<file path="src/rtl/vcbc_pkg.sv">
// ----------------------------------------------------------------------------
// vcbc_pkg: shared types for the view cone batch culler
// Batch record, result record, configuration register, register index and alpha state types.
// ----------------------------------------------------------------------------
package vcbc_pkg;

    localparam int TOTAL_W = 31;

    localparam logic [TOTAL_W-1:0] TOTAL_MAX = {TOTAL_W{1'b1}};

    typedef enum logic [1:0] {
        CFG_VIEW_X      = 2'd0,
        CFG_VIEW_Y      = 2'd1,
        CFG_FORWARD_COS = 2'd2,
        CFG_FORWARD_SIN = 2'd3
    } cfg_index_t;

    typedef enum logic [1:0] {
        ALPHA_OFF     = 2'd0,
        ALPHA_ON      = 2'd1,
        ALPHA_UNKNOWN = 2'd2
    } alpha_state_t;

    typedef struct packed {
        logic signed [31:0] view_x;
        logic signed [31:0] view_y;
        logic signed [15:0] forward_cos;
        logic signed [15:0] forward_sin;
    } vcbc_cfg_t;

    typedef struct packed {
        logic               frame_start;
        logic        [31:0] texture_id;
        logic        [31:0] buffer_id;
        logic signed [31:0] batch_vertices;
        logic               alpha_flag;
        logic signed [31:0] center_x;
        logic signed [31:0] center_z;
        logic signed [31:0] bound_radius;
    } vcbc_item_t;

    typedef struct packed {
        logic               draw;
        logic        [31:0] draw_buffer;
        logic [TOTAL_W-1:0] draw_count;
        logic               texture_change;
        logic               texture_enable;
        logic        [31:0] bind_texture;
        logic               alpha_change;
        logic               alpha_enable;
        logic [TOTAL_W-1:0] batches_total;
        logic [TOTAL_W-1:0] vertices_total;
    } vcbc_result_t;

endpackage

</file>
<file path="src/rtl/vcbc_tracker.sv">
// ----------------------------------------------------------------------------
// vcbc_tracker: bound state and frame totals
// Flags texture and alpha-test changes for drawn batches and keeps the
// saturating batch and vertex totals of the frame.
// ----------------------------------------------------------------------------
module vcbc_tracker
    import vcbc_pkg::*;
(
    input  logic         aclk,
    input  logic         aresetn,
    input  vcbc_item_t   item,
    input  logic         visible,
    input  logic         commit,
    output vcbc_result_t result
);

    logic        [31:0] texture_reg;
    logic        [31:0] texture_next;
    logic        [1:0]  alpha_reg;
    logic        [1:0]  alpha_next;
    logic [TOTAL_W-1:0] batches_reg;
    logic [TOTAL_W-1:0] batches_next;
    logic [TOTAL_W-1:0] vertices_reg;
    logic [TOTAL_W-1:0] vertices_next;

    logic        [31:0] texture_cur;
    logic        [1:0]  alpha_cur;
    logic [TOTAL_W-1:0] batches_cur;
    logic [TOTAL_W-1:0] vertices_cur;
    logic [TOTAL_W:0]   vertex_sum;
    logic [TOTAL_W-1:0] count;
    logic               drawn;

    always_comb begin
        // frame start clears bound state before this beat
        if (item.frame_start) begin
            texture_cur  = '1;
            alpha_cur    = ALPHA_UNKNOWN;
            batches_cur  = '0;
            vertices_cur = '0;
        end else begin
            texture_cur  = texture_reg;
            alpha_cur    = alpha_reg;
            batches_cur  = batches_reg;
            vertices_cur = vertices_reg;
        end

        drawn = (item.buffer_id != 32'd0) && !item.batch_vertices[31]
                && (item.batch_vertices != 32'sd0) && visible;
        count = item.batch_vertices[TOTAL_W-1:0];

        vertex_sum = {1'b0, vertices_cur} + {1'b0, count};

        texture_next  = texture_cur;
        alpha_next    = alpha_cur;
        batches_next  = batches_cur;
        vertices_next = vertices_cur;
        result        = '0;

        if (drawn) begin
            texture_next  = item.texture_id;
            alpha_next    = {1'b0, item.alpha_flag};
            batches_next  = (batches_cur == TOTAL_MAX) ? TOTAL_MAX
                                                       : batches_cur + 1'b1;
            vertices_next = vertex_sum[TOTAL_W] ? TOTAL_MAX
                                                : vertex_sum[TOTAL_W-1:0];

            result.draw           = 1'b1;
            result.draw_buffer    = item.buffer_id;
            result.draw_count     = count;
            result.texture_change = (item.texture_id != texture_cur);
            result.texture_enable = (item.texture_id != 32'd0);
            result.bind_texture   = item.texture_id;
            result.alpha_change   = ({1'b0, item.alpha_flag} != alpha_cur);
            result.alpha_enable   = item.alpha_flag;
        end

        result.batches_total  = batches_next;
        result.vertices_total = vertices_next;
    end

    always_ff @(posedge aclk) begin
        if (!aresetn) begin
            texture_reg  <= '1;
            alpha_reg    <= ALPHA_UNKNOWN;
            batches_reg  <= '0;
            vertices_reg <= '0;
        end else if (commit) begin
            texture_reg  <= texture_next;
            alpha_reg    <= alpha_next;
            batches_reg  <= batches_next;
            vertices_reg <= vertices_next;
        end
    end

endmodule

</file>
<file path="config.mk">
export PLATFORM = sky130hd
export DESIGN_NAME = vcbc_tracker
export DESIGN_NICKNAME = d
export VERILOG_FILES = /design/src/rtl/vcbc_pkg.sv /design/src/rtl/vcbc_tracker.sv
export SDC_FILE = /design/constraint.sdc
export NUM_CORES = 1
export LEC_CHECK = 0
export BUFFER_PORTS_ARGS = -buffer_cell sky130_fd_sc_hd__buf_2
export CAP_MARGIN = 20
export CORE_MARGIN = 2
export CORE_UTILIZATION = 29
export CTS_BUF_LIST = sky130_fd_sc_hd__clkbuf_8
export DETAILED_ROUTE_END_ITERATION = 12
export GPL_TIMING_DRIVEN = 0
export SLEW_MARGIN = 15
export SYNTH_ARGS = -nofsm -noshare
export SYNTH_HDL_FRONTEND = slang
export SYNTH_SLANG_ARGS = --single-unit
</file>
<file path="constraint.sdc">
create_clock -name aclk -period 5.75 [get_ports aclk]
set_clock_uncertainty 0.15 [all_clocks]
set_input_delay 0.575 -clock aclk [delete_from_list [all_inputs] [get_ports aclk]]
set_output_delay 0.575 -clock aclk [all_outputs]
set_load 0.02 [all_outputs]
</file>
; ---- Word-level counts from Yosys, hierarchy flattened
; Cells that the tools add are included.
[classes]
reduce_logical = 7
n_shift = 0
n_bitwise = 0
div_mod_pow = 0
n_mul = 0
addsub = 2
n_lt_le_gt_ge = 0
n_mux = 11
eq_ne = 3
[op_table]
columns = op, n
row1 = 31-bit two-way mux, 6
row2 = 100-bit two-way mux, 1
row3 = 32-bit nonzero test, 3
row4 = 32-bit two-way mux, 2
row5 = 31-bit by 31-bit adder with 32-bit output, 1
row6 = 32-bit inequality test, 1
row7 = "31-bit by 1-bit adder with 31-bit output, second input constant", 1
row8 = "31-bit == test, second input constant", 1
row9 = 2-bit two-way mux, 2
row10 = 1-bit logical AND, 3
row11 = 1-bit by 2-bit inequality test with 1-bit output, 1
row12 = 1-bit zero test, 1
[totals]
mem_bits_rw = 0
wordCells = 27
ff_bits = 96
latchBits = 0
mem_bits_ro = 0
memories = 0
out_inout_bits = 162

; ---- Longest topological paths before layout
[depth]
word_depth = 5
depth_mapped = 15
depth_no_buf = 11

; ---- Least setup slack after synthesis
; No wires, ideal clock.
[synth_path]
kind = input to output
startpoint = input item[193] in the netlist's numbering
endpoint = output result[30] in the netlist's numbering
path_stages = 14
required_ns = 5.025
slack_ns = 1.480
arrival_ns = 3.545
path_cell_list = buf_2 buf_2 clkbuf_1 nor2b_1 ha_1 fa_1 a21o_1 a31oi_1 a2bb2oi_2 o211ai_1 a41oi_2 o31ai_2 xnor2_1 a21oi_1
[synth_rtl]
columns = element, line
row1 = "start, declared", vcbc_tracker.sv:11  ; input vcbc_item_t item,
row2 = "end, declared", vcbc_tracker.sv:14  ; output vcbc_result_t result

==> flow_metrics.tcl <==
set metrics [dict create \
    status "completed" \
    cellPowerDensity_nw_per_um2 164 \
    hold_start "item[164]" \
    cts.sinks 96 \
    synth_top_area_share 0.224 \
    final_area_um2 10600 \
    die_h_um 176 \
    required_ns 5.03 \
    mostFrequentLayoutCell "buf_2" \
    most-common-layout-cells "buf_2 (275), and2_1 (102), dfxtp_1 (96), nor2_1 (94), nand2_1 (92)" \
    tightest_slew_ns 1.20 \
    max_slew_margin 0.195 \
    cts_made_buffers 9 \
    port_buffers 259 \
    drive_gt1_frac 0.236 \
    largest_reg_flops 32 \
    n_antenna_cell 0 \
    slew_viol_final 0 \
    whs_path_depth 3 \
    wl_per_cell_um 18.6 \
    cpMaxStageDelayCell "buf_1" \
    first_pass_iters 5 \
    regToRegSetupSlack_ns 2.46 \
    cp_common_cell "buf_2" \
    cts_root_buf "clkbuf_8" \
    reg2reg_to "vertices_reg[28]" \
    grt_max_degree 20 \
    finalHoldViolations 0 \
    dpl.hpwl_um 26200 \
    num_rows 62 \
    seqPwrFrac 0.404 \
    yosys.area.top_type "dfxtp_1" \
    setup_viol 0 \
    grt-ovfl-total 0 \
    cts_max_level 3 \
    avgSynthCellArea_um2 7.36 \
    reg2regPathDepth 11 \
    switchingPower_uw 681 \
    wl_um 33900 \
    synth_edf_count 0 \
    grt_pass1_wl_um 51100 \
    path_max_fanout 10 \
    critPathCaptureType "primary output" \
    vias_per_cell 5.41 \
    gp_congestion 0.934 \
    pwr-share-comb 0.309 \
    ir_worst_vdd_uv 95.6 \
    crit_arrival_ns 4.77 \
    drv_cap 0 \
    core_area_um2 28900 \
    path_class "primary input to primary output" \
    ys.flop_type "dfxtp_1" \
    clkPwrFrac 0.287 \
    yosysUniqueCellTypes 87 \
    tns_ns 0 \
    ys_ff_latch 96 \
    intPower_mw 1.05 \
    cts.path.max_buffers 2 \
    synth_cells 1165 \
    switching_share 0.394 \
    grt_usage 0.211 \
    dpl_cell_area_um2 10400 \
    area_delta_synth_final_pct 23.1 \
    timing.rr.start "vertices_reg[0]" \
    cts_resized 0 \
    power_leakage_nw 4.72 \
    max_freq_ghz 0.182 \
    min_path_type "primary input to register" \
    layout_min_cycle_time_ns 5.49 \
    rsz0062_at_grt "no" \
    synthArstFlopShare 0 \
    path_clk_slew_ns 0.14 \
    path_cells "buf_2 > buf_2 > buf_2 > buf_1 > nor2b_1 > ha_1 > a21oi_4 > o211ai_1 > a221o_1 > a221o_1 > a31o_1 > a21o_1 > xnor2_1 > a21oi_1 > buf_2" \
    slowest_delay_ns 0.58 \
    seq_area_frac_synth 0.224 \
    cts_setup_buffers 0 \
    antenna_left 0 \
    ctsHoldBuffers 0 \
    die_width_um 176 \
    holdPathEnd "texture_reg[3]" \
    synth_nets 1396 \
    synth_area_leaders "dfxtp_1 (22%), and2_1 (7.4%), ha_1 (4.7%), a21oi_1 (4.6%), o21ai_0 (4.4%)" \
    io-pin-count 360 \
    drt_iter0_drc 711 \
    clk_latency_ns 0.41 \
    ys_warn_count 0 \
    min_period_over_period 0.955 \
    synth_area_um2 8580 \
    antenna_found_initial 0 \
    num-nets-final 1666 \
    die_area_um2 31000 \
    cts_tree "yes" \
    cp-start-kind "primary input" \
    drc 0 \
    vias 9869 \
    grt_pass1_vias 9087 \
    start_util 0.297 \
]
-- per-layer routing --
metal,GRT usage,vias to the layer above,part of all wire
met5,0,-,0
met4,0.0510,0,0.017
met3,0.0355,38,0.073
met2,0.337,400,0.44
met1,0.296,4644,0.47
li1,-,4787,-
-- worst max-delay path, delay by kind of cell --
family          cells  cell delay (ns)
buf+inv             5             1.66
simple gates        1             0.18
xor+xnor            1             0.15
compound gates      7             1.75
fa+ha+maj           1             0.43
-- Yosys cell counts (all sizes together), types with 33 or more instances --
master	n
nor2b	45
nand2	93
clkbuf	53
dfxtp	96
xor2	33
nor3	36
a21oi	80
and2	102
nor2	97
o21ai	87
nor4	41
-- power groups by stage --
stage               logic, mW  registers (mW)  clock network [mW]
finish                  0.533           0.698               0.496
global route            0.577           0.701               0.525
CTS                     0.530           0.698               0.500
detailed placement      0.528           0.713                   0
global placement        0.523           0.712                   0
floorplan               0.328           0.710                   0
-- cells by family after synthesis --
| group | Yosys count | synth area share |
|---|---|---|
| simple gates | 501 | 0.317 |
| compound gates | 357 | 0.277 |
| buf+inv | 100 | 0.0510 |
| flops | 96 | 0.224 |
| xor+xnor | 60 | 0.0613 |
| fa+ha+maj | 33 | 0.0490 |
| mux | 18 | 0.0210 |
-- per-stage QoR --
stage	setup slack, ns	utilization	total power, mW	std cells	hold WS, ns
global placement	0.0249	0.358	1.24	1808	0.297
detailed placement	0.0563	0.358	1.24	1808	0.301
floorplan	1.48	-	1.04	1165	0.286
CTS	0.0409	0.365	1.73	1824	0.289
global route	0.0473	0.365	1.80	1824	0.312
finish	0.258	0.365	1.73	1824	0.297
-- area by class of cell --
class	count	area (um2)
clock inverter	7	73.8
timing repair buffer	259	1300
fill	3101	18400
tap	384	480
sequential	96	1920
buffer	85	385
clock buffer	9	124
inverter	15	56.3
multi-input combinational	969	6220
-- how the worst max path moves through the flow --
stage,from,endpoint,cells after the start
after floorplan,item[193],result[30],14
after global placement,item[193],result[28],16
after detailed placement,item[193],result[28],16
after CTS,item[193],result[28],16
after global routing,item[193],result[26],15
final,item[193],result[25],15
No activity file was read; power rests on OpenSTA's default activity.
